### config.mk
export PLATFORM = sky130hd
export DESIGN_NAME = hue_chroma_key_mask_top
export DESIGN_NICKNAME = d
export VERILOG_FILES = /design/src/rtl/hck_pkg.sv /design/src/rtl/hck_front.sv /design/src/rtl/hck_fifo.sv /design/src/rtl/hck_back.sv /design/src/rtl/hue_chroma_key_mask_top.sv
export SDC_FILE = /design/constraint.sdc
export NUM_CORES = 1
export LEC_CHECK = 0
export BUFFER_PORTS_ARGS = -buffer_cell sky130_fd_sc_hd__buf_2
export CORE_UTILIZATION = 40
export DETAILED_ROUTE_END_ITERATION = 6
export PLACE_DENSITY = 0.52
export SLEW_MARGIN = 20
export SYNTH_ARGS = -nofsm -noshare
export SYNTH_HDL_FRONTEND = slang
export SYNTH_SLANG_ARGS = --single-unit
### constraint.sdc
create_clock -name clk -period 21 [get_ports clk]
set_input_delay 4.2 -clock clk [delete_from_list [all_inputs] [get_ports clk]]
set_output_delay 4.2 -clock clk [all_outputs]
set_load 0.005 [all_outputs]
### src/rtl/hck_pkg.sv
package hck_pkg;

  localparam int ChanWidth   = 8;
  localparam int HueWidth    = 9;
  localparam int SpreadWidth = 8;
  localparam int DiffWidth   = 9;
  localparam int ScaledWidth = 17;
  localparam int ProdWidth   = HueWidth + SpreadWidth;

  localparam int DegPerSector = 60;
  localparam int FullTurn     = 360;
  localparam int GreenBase    = 2 * DegPerSector;
  localparam int BlueBase     = 4 * DegPerSector;

  localparam logic [ChanWidth-1:0] AlphaOpaque = 8'hFF;
  localparam logic [ChanWidth-1:0] AlphaClear  = 8'h00;

  localparam logic [HueWidth-1:0] HueLowReset  = 9'd70;
  localparam logic [HueWidth-1:0] HueHighReset = 9'd160;

  localparam int CfgIndexWidth = 1;
  localparam logic [CfgIndexWidth-1:0] RegHueLow  = 1'b0;
  localparam logic [CfgIndexWidth-1:0] RegHueHigh = 1'b1;

  // which component holds the maximum
  typedef enum logic [1:0] {
    SECT_RED,
    SECT_GREEN,
    SECT_BLUE
  } sector_t;

  // classified pixel handed from front to back
  typedef struct packed {
    logic [ChanWidth-1:0]        red;
    logic [ChanWidth-1:0]        green;
    logic [ChanWidth-1:0]        blue;
    logic [SpreadWidth-1:0]      spread;
    sector_t                     sector;
    logic signed [DiffWidth-1:0] diff;
  } hck_entry_t;

  typedef struct packed {
    logic [HueWidth-1:0] hue_low;
    logic [HueWidth-1:0] hue_high;
  } hck_cfg_t;

endpackage

### src/rtl/hck_front.sv
module hck_front (
  input  logic                       clk,
  input  logic                       rst,
  input  logic                       in_valid,
  output logic                       in_ready,
  input  logic [hck_pkg::ChanWidth-1:0] red_in,
  input  logic [hck_pkg::ChanWidth-1:0] green_in,
  input  logic [hck_pkg::ChanWidth-1:0] blue_in,
  output logic                       ent_valid,
  input  logic                       ent_ready,
  output hck_pkg::hck_entry_t        ent
);
  import hck_pkg::*;

  logic [ChanWidth-1:0] mx;
  logic [ChanWidth-1:0] mn;
  hck_entry_t           ent_next;

  // max and min of the three components
  always_comb begin
    mx = (red_in > green_in) ? red_in : green_in;
    if (blue_in > mx) mx = blue_in;
    mn = (red_in < green_in) ? red_in : green_in;
    if (blue_in < mn) mn = blue_in;
  end

  // red wins ties, then green, then blue
  always_comb begin
    ent_next.red    = red_in;
    ent_next.green  = green_in;
    ent_next.blue   = blue_in;
    ent_next.spread = mx - mn;
    if (red_in == mx) begin
      ent_next.sector = SECT_RED;
      ent_next.diff   = $signed({1'b0, green_in}) - $signed({1'b0, blue_in});
    end else if (green_in == mx) begin
      ent_next.sector = SECT_GREEN;
      ent_next.diff   = $signed({1'b0, blue_in}) - $signed({1'b0, red_in});
    end else begin
      ent_next.sector = SECT_BLUE;
      ent_next.diff   = $signed({1'b0, red_in}) - $signed({1'b0, green_in});
    end
  end

  assign in_ready = !ent_valid || ent_ready;

  always_ff @(posedge clk) begin
    if (rst) begin
      ent_valid <= 1'b0;
    end else if (in_ready) begin
      ent_valid <= in_valid;
    end
  end

  always_ff @(posedge clk) begin
    if (in_valid && in_ready) begin
      ent <= ent_next;
    end
  end

endmodule

### src/rtl/hck_fifo.sv
module hck_fifo #(
  parameter int DEPTH = 4
) (
  input  logic                clk,
  input  logic                rst,
  input  logic                push_valid,
  output logic                push_ready,
  input  hck_pkg::hck_entry_t push_data,
  output logic                pop_valid,
  input  logic                pop_ready,
  output hck_pkg::hck_entry_t pop_data
);
  import hck_pkg::*;

  localparam int PtrWidth = (DEPTH > 1) ? $clog2(DEPTH) : 1;
  localparam int CntWidth = $clog2(DEPTH + 1);
  localparam logic [PtrWidth-1:0] LastPtr = PtrWidth'(DEPTH - 1);
  localparam logic [CntWidth-1:0] Full    = CntWidth'(DEPTH);

  hck_entry_t          slots [DEPTH];
  logic [PtrWidth-1:0] head;
  logic [PtrWidth-1:0] tail;
  logic [CntWidth-1:0] count;
  logic                do_push;
  logic                do_pop;

  assign push_ready = (count != Full);
  assign pop_valid  = (count != '0);
  assign pop_data   = slots[head];
  assign do_push    = push_valid && push_ready;
  assign do_pop     = pop_valid && pop_ready;

  always_ff @(posedge clk) begin
    if (rst) begin
      head  <= '0;
      tail  <= '0;
      count <= '0;
    end else begin
      if (do_push) begin
        tail <= (tail == LastPtr) ? '0 : tail + 1'b1;
      end
      if (do_pop) begin
        head <= (head == LastPtr) ? '0 : head + 1'b1;
      end
      if (do_push && !do_pop) begin
        count <= count + 1'b1;
      end else if (do_pop && !do_push) begin
        count <= count - 1'b1;
      end
    end
  end

  always_ff @(posedge clk) begin
    if (do_push) begin
      slots[tail] <= push_data;
    end
  end

endmodule

### src/rtl/hck_back.sv
module hck_back (
  input  logic                          clk,
  input  logic                          rst,
  input  hck_pkg::hck_cfg_t             cfg,
  input  logic                          ent_valid,
  output logic                          ent_ready,
  input  hck_pkg::hck_entry_t           ent,
  output logic                          out_valid,
  input  logic                          out_ready,
  output logic [hck_pkg::ChanWidth-1:0] red_out,
  output logic [hck_pkg::ChanWidth-1:0] green_out,
  output logic [hck_pkg::ChanWidth-1:0] blue_out,
  output logic [hck_pkg::ChanWidth-1:0] alpha_out
);
  import hck_pkg::*;

  localparam int SumWidth = ScaledWidth + 1;

  // stage 1: scaled hue and both threshold products
  logic                    s1_valid;
  logic                    s1_ready;
  logic [ChanWidth-1:0]    s1_red;
  logic [ChanWidth-1:0]    s1_green;
  logic [ChanWidth-1:0]    s1_blue;
  logic [ScaledWidth-1:0]  s1_scaled;
  logic [ProdWidth-1:0]    s1_low_prod;
  logic [ProdWidth-1:0]    s1_high_prod;

  logic [ScaledWidth-1:0]  base;
  logic signed [SumWidth-1:0] offset;
  logic signed [SumWidth-1:0] sum;
  logic [ScaledWidth-1:0]  scaled_next;
  logic                    out_load;

  // hue times spread, never negative after the wrap on the red sector
  always_comb begin
    offset = SumWidth'(ent.diff) * SumWidth'(DegPerSector);
    case (ent.sector)
      SECT_RED: begin
        base = ent.diff[DiffWidth-1] ?
               ScaledWidth'(ent.spread) * ScaledWidth'(FullTurn) : '0;
      end
      SECT_GREEN: base = ScaledWidth'(ent.spread) * ScaledWidth'(GreenBase);
      SECT_BLUE:  base = ScaledWidth'(ent.spread) * ScaledWidth'(BlueBase);
      default:    base = '0;
    endcase
    sum         = $signed({1'b0, base}) + offset;
    scaled_next = sum[ScaledWidth-1:0];
  end

  assign out_load  = !out_valid || out_ready;
  assign s1_ready  = !s1_valid || out_load;
  assign ent_ready = s1_ready;

  always_ff @(posedge clk) begin
    if (rst) begin
      s1_valid  <= 1'b0;
      out_valid <= 1'b0;
    end else begin
      if (s1_ready) begin
        s1_valid <= ent_valid;
      end
      if (out_load) begin
        out_valid <= s1_valid;
      end
    end
  end

  always_ff @(posedge clk) begin
    if (ent_valid && s1_ready) begin
      s1_red       <= ent.red;
      s1_green     <= ent.green;
      s1_blue      <= ent.blue;
      s1_scaled    <= scaled_next;
      s1_low_prod  <= ProdWidth'(cfg.hue_low) * ProdWidth'(ent.spread);
      s1_high_prod <= ProdWidth'(cfg.hue_high) * ProdWidth'(ent.spread);
    end
  end

  // stage 2: strict compares into the output register
  always_ff @(posedge clk) begin
    if (s1_valid && out_load) begin
      red_out   <= s1_red;
      green_out <= s1_green;
      blue_out  <= s1_blue;
      alpha_out <= (ProdWidth'(s1_scaled) > s1_low_prod &&
                    ProdWidth'(s1_scaled) < s1_high_prod) ? AlphaClear : AlphaOpaque;
    end
  end

endmodule

### src/rtl/hue_chroma_key_mask_top.sv
// channel   | dir | handshake                    | payload
// s_axis    | in  | s_axis_tvalid / s_axis_tready | tdata[23:0] = red_in, green_in, blue_in
// m_axis    | out | m_axis_tvalid / m_axis_tready | tdata[31:0] = red, green, blue, alpha
// cfg       | in  | cfg_we (no wait)             | cfg_index, cfg_data[8:0]
//
// one pixel per clock while m_axis accepts; the front register loads on the input transfer edge,
// then the pixel passes through the queue slot, the product stage and the compare/output register,
// each registered, before output valid rises
// rst is synchronous: clears all valid flags and loads hue_low 70, hue_high 160
// the queue lets the front keep taking pixels while m_axis stalls, until it fills
module hue_chroma_key_mask_top #(
  parameter int FIFO_DEPTH = 4
) (
  input  logic        clk,
  input  logic        rst,
  input  logic        s_axis_tvalid,
  output logic        s_axis_tready,
  input  logic [23:0] s_axis_tdata,   // red_in [7:0], green_in [15:8], blue_in [23:16]
  output logic        m_axis_tvalid,
  input  logic        m_axis_tready,
  output logic [31:0] m_axis_tdata,   // red_out, green_out, blue_out, alpha_out (low to high)
  input  logic                              cfg_we,
  input  logic [hck_pkg::CfgIndexWidth-1:0] cfg_index,
  input  logic [hck_pkg::HueWidth-1:0]      cfg_data
);
  import hck_pkg::*;

  hck_cfg_t   cfg;
  hck_entry_t front_ent;
  hck_entry_t back_ent;
  logic       front_valid;
  logic       front_ready;
  logic       back_valid;
  logic       back_ready;

  // threshold registers, to be written only while the pipeline is empty; the block does not enforce it
  always_ff @(posedge clk) begin
    if (rst) begin
      cfg.hue_low  <= HueLowReset;
      cfg.hue_high <= HueHighReset;
    end else if (cfg_we) begin
      case (cfg_index)
        RegHueLow:  cfg.hue_low  <= cfg_data;
        RegHueHigh: cfg.hue_high <= cfg_data;
        default: ;
      endcase
    end
  end

  // front: max/min, spread and sector of each pixel
  hck_front u_front (
    .clk       (clk),
    .rst       (rst),
    .in_valid  (s_axis_tvalid),
    .in_ready  (s_axis_tready),
    .red_in    (s_axis_tdata[7:0]),
    .green_in  (s_axis_tdata[15:8]),
    .blue_in   (s_axis_tdata[23:16]),
    .ent_valid (front_valid),
    .ent_ready (front_ready),
    .ent       (front_ent)
  );

  // short queue between classification and keying
  hck_fifo #(
    .DEPTH (FIFO_DEPTH)
  ) u_fifo (
    .clk        (clk),
    .rst        (rst),
    .push_valid (front_valid),
    .push_ready (front_ready),
    .push_data  (front_ent),
    .pop_valid  (back_valid),
    .pop_ready  (back_ready),
    .pop_data   (back_ent)
  );

  // back: exact cross-multiplied compare against both thresholds
  hck_back u_back (
    .clk       (clk),
    .rst       (rst),
    .cfg       (cfg),
    .ent_valid (back_valid),
    .ent_ready (back_ready),
    .ent       (back_ent),
    .out_valid (m_axis_tvalid),
    .out_ready (m_axis_tready),
    .red_out   (m_axis_tdata[7:0]),
    .green_out (m_axis_tdata[15:8]),
    .blue_out  (m_axis_tdata[23:16]),
    .alpha_out (m_axis_tdata[31:24])
  );

endmodule

==> results.py <==
metrics = {
    "min_path": {
        "hold_class": "reg2reg",
        "worst_hold_startpoint": "u_back.s1_red[1]",
        "hold_end": "u_back.red_out[1]",
        "holdPathStages": 0,
    },
    "cts": {
        "cts-root-buf": "clkbuf_16",
        "clkTransAtPathRegs_ns": 0.07,
        "post-cts-setup-buffers": 0,
        "cts_buffers": 39,
        "cts_sinks": 343,
        "clock_latency_ns": 0.58,
        "hold_buffers": 0,
        "h-tree-depth": 2,
        "cts_tree": "yes",
        "ctsResizeCount": 0,
        "clock_path_buffers": 3,
    },
    "logic_synthesis": {
        "synth.distinct_cells": 77,
        "synth_async_sr_flop_share_pct": 0,
        "synthCells": 1932,
        "synth_nets": 2328,
        "syn_area_sq_um": 22930,
        "yosys_register_bits": 343,
        "synth_top_area_cell": "edfxtp_1",
        "ys_seq_area_share_pct": 43.61,
        "yosys_warnings": 0,
        "synth-edff-count": 313,
        "ys.flop_type": "edfxtp_1",
        "avgSynthCellArea_sq_um": 11.87,
        "netlist.area_leader.share_pct": 40.99,
        "synth_area_leaders": "edfxtp_1, ha_1, fa_1",
    },
    "worst_setup_path": {
        "cp.arrival_ns": 10.20,
        "crit_type": "in2reg",
        "required_ns": 21.32,
        "worstReg2RegEnd": "u_back.s1_scaled[16]",
        "endpoint_kind": "flip-flop",
        "start_kind": "input pin",
        "reg2regPathDepth": 22,
        "r2r_slack_ns": 14.16,
        "crit_fanout": 19,
    },
    "place": {
        "place.gp.congestion": 0.8666,
        "pre_cts_ws_ns": 10.59,
        "numPortBuffers": 72,
        "dp.final_hpwl_microns": 37790,
    },
    "status": {
        "status": "completed",
    },
    "finish": {
        "area_delta_synth_final_pct": 10.49,
        "antenna_cells": 0,
        "drive_above_1_share_pct": 10.86,
        "postLayoutCoreUtil_pct": 44.84,
        "nets": 2385,
    },
    "die": {
        "dieHeight_microns": 241.4,
        "rows": 87,
        "dieWidth_microns": 241.4,
        "start_util_pct": 40.58,
        "core-area_sq_um": 56500,
        "dieArea_sq_um": 58280,
        "io_pins": 73,
    },
    "timing": {
        "timing.final.crit_period_ns": 9.877,
        "drv_slew": 0,
        "tightest_slew_ns": 0.9462,
        "slew-limit-headroom_pct": 36.92,
        "tns_ns": 0,
        "holdWs_ns": 0.4023,
        "min_period_over_period_pct": 47.03,
        "rsz0062_at_grt": "false",
        "fmax_ghz": 0.1012,
        "setup_ws_ns": 11.12,
        "hold_violations": 0,
        "fin_skew_ns": 0.03432,
        "setup_viol": 0,
    },
    "grt": {
        "grt.busiest_layer": "met2",
        "globalRouteOverflowTotal": 0,
        "grtUsageTotal_pct": 18.56,
        "grt.met3_usage_pct": 2.621,
        "grt_pass1_vias": 14840,
        "grt_start_max_net_pins": 75,
        "grt_use_met1_pct": 23.02,
        "grt_pass1_wl_microns": 81850,
        "grt_antenna_before_repair": 0,
        "met2_usage_pct": 33.59,
    },
    "detailed_routing": {
        "drcViolationCount": 0,
        "drt_wl_total_microns": 51830,
        "via_per_inst": 5.068,
        "first_pass_iters": 5,
        "wire_per_inst_microns": 18.70,
        "initialDrtViolationCount": 641,
        "antenna_left": 0,
        "vias": 14050,
    },
    "job": {
        "max-cap-violations": 0,
    },
}
[area by class of cell]
| cell class | count | area, sq um |
|---|---|---|
| repair buffers | 82 | 460.4 |
| clock buffers | 44 | 994.7 |
| fillers | 5234 | 31160 |
| inverters | 268 | 1006 |
| clock inverters | 24 | 266.5 |
| flip-flops and latches | 343 | 10000 |
| multi-input cells | 1255 | 11650 |
| well taps | 756 | 945.9 |
[cell usage after synthesis, types with 9 or more instances]
master    instances
xor2_1           28
a21o_1           29
a21oi_1          97
edfxtp_1        313
o21a_1           16
o21ai_0          52
o21bai_1         10
and2_1           80
nand3_1          19
nor2_1           86
buf_1            18
nand2_1         151
xnor2_1          70
fa_1            125
inv_1           268
mux2i_1          20
buf_4             9
nor2b_1          22
nor3_1           24
dfxtp_1          30
nand2b_1         14
mux4_2           43
ha_1            232
clkbuf_1         34
[kinds of logic after synthesis]
| family | synth area share (%) |
|---|---|
| XOR/XNOR | 3.842 |
| adder cells (fa/ha/maj) | 23.57 |
| AND/OR/NAND/NOR | 9.288 |
| AO/OA/AOI/OAI | 8.420 |
| buffers and inverters | 5.724 |
| multiplexers | 5.539 |
| flip-flops | 43.61 |
[worst max-delay path by stage]
stage	startpoint	end	slack [ns]
after floorplan	m_axis_tready	u_fifo.count[2]	11.46
after global placement	s_axis_tdata[14]	u_front.ent[8]	10.61
after detailed placement	s_axis_tdata[15]	u_front.ent[8]	10.59
after CTS	s_axis_tdata[14]	u_front.ent[8]	11.19
after global routing	s_axis_tdata[14]	u_front.ent[8]	10.89
final	s_axis_tdata[14]	u_front.ent[8]	11.12
[sequential cells by signal, indices dropped and copies added (netlist names), named ones only]
register	cells
cfg	18
u_back.alpha_out	1
u_back.blue_out	8
u_back.green_out	8
u_back.out_valid	1
u_back.red_out	8
u_back.s1_blue	8
u_back.s1_green	8
u_back.s1_high_prod	17
u_back.s1_low_prod	17
u_back.s1_red	8
u_back.s1_scaled	15
u_back.s1_valid	1
u_fifo.count	3
u_fifo.head	2
u_fifo.slots	172
u_fifo.tail	2
u_front.ent	43
u_front.ent_valid	1
[through the flow]
stage / instance area (sq um) / instances
5_1_grt: 25330 / 2772
3_5_place_dp: 24030 / 2702
4_1_cts: 25290 / 2770
6_report: 25330 / 2772
2_1_floorplan: 22930 / 1932
3_3_place_gp: 24030 / 2702
[cells in the final DEF (no fill, tap or decap), drive strengths merged, types with 43 or more instances in the layout]
cell type | synthesis | layout
buf | 32 | 82
clkbuf | 34 | 44
nor2 | 86 | 86
and2 | 80 | 80
fa | 125 | 125
edfxtp | 313 | 313
a21oi | 98 | 98
inv | 268 | 273
nand2 | 153 | 153
o21ai | 57 | 57
ha | 232 | 232
xnor2 | 70 | 70
mux4 | 43 | 43
[worst max-delay path, stage by stage]
cell and delay, ns:
buf_2 0.17, inv_1 0.12, ha_1 0.40, a21o_1 0.22
a221oi_2 0.49, and2_1 0.55, nor3_1 0.12, a21oi_1 0.30
ha_1 0.32, and3_1 0.15, nand4_1 0.18, o21a_1 0.65
a21oi_1 0.34, a211o_1 0.36, a221o_1 0.40, nor4_4 0.82
mux2_2 0.41
[layer usage]
layer / part of all wire, % / routed length, microns / vias to the layer above
met4: 1.9 / 995 / 0
met3: 3.0 / 1535 / 65
li1: - / - / 6824
met5: 0 / 0 / -
met1: 44 / 22840 / 6990
met2: 51 / 26460 / 170
Power is left out: the tool's default activity adds up to more than one toggle a clock period on the data nets, which glitch-free logic cannot reach.
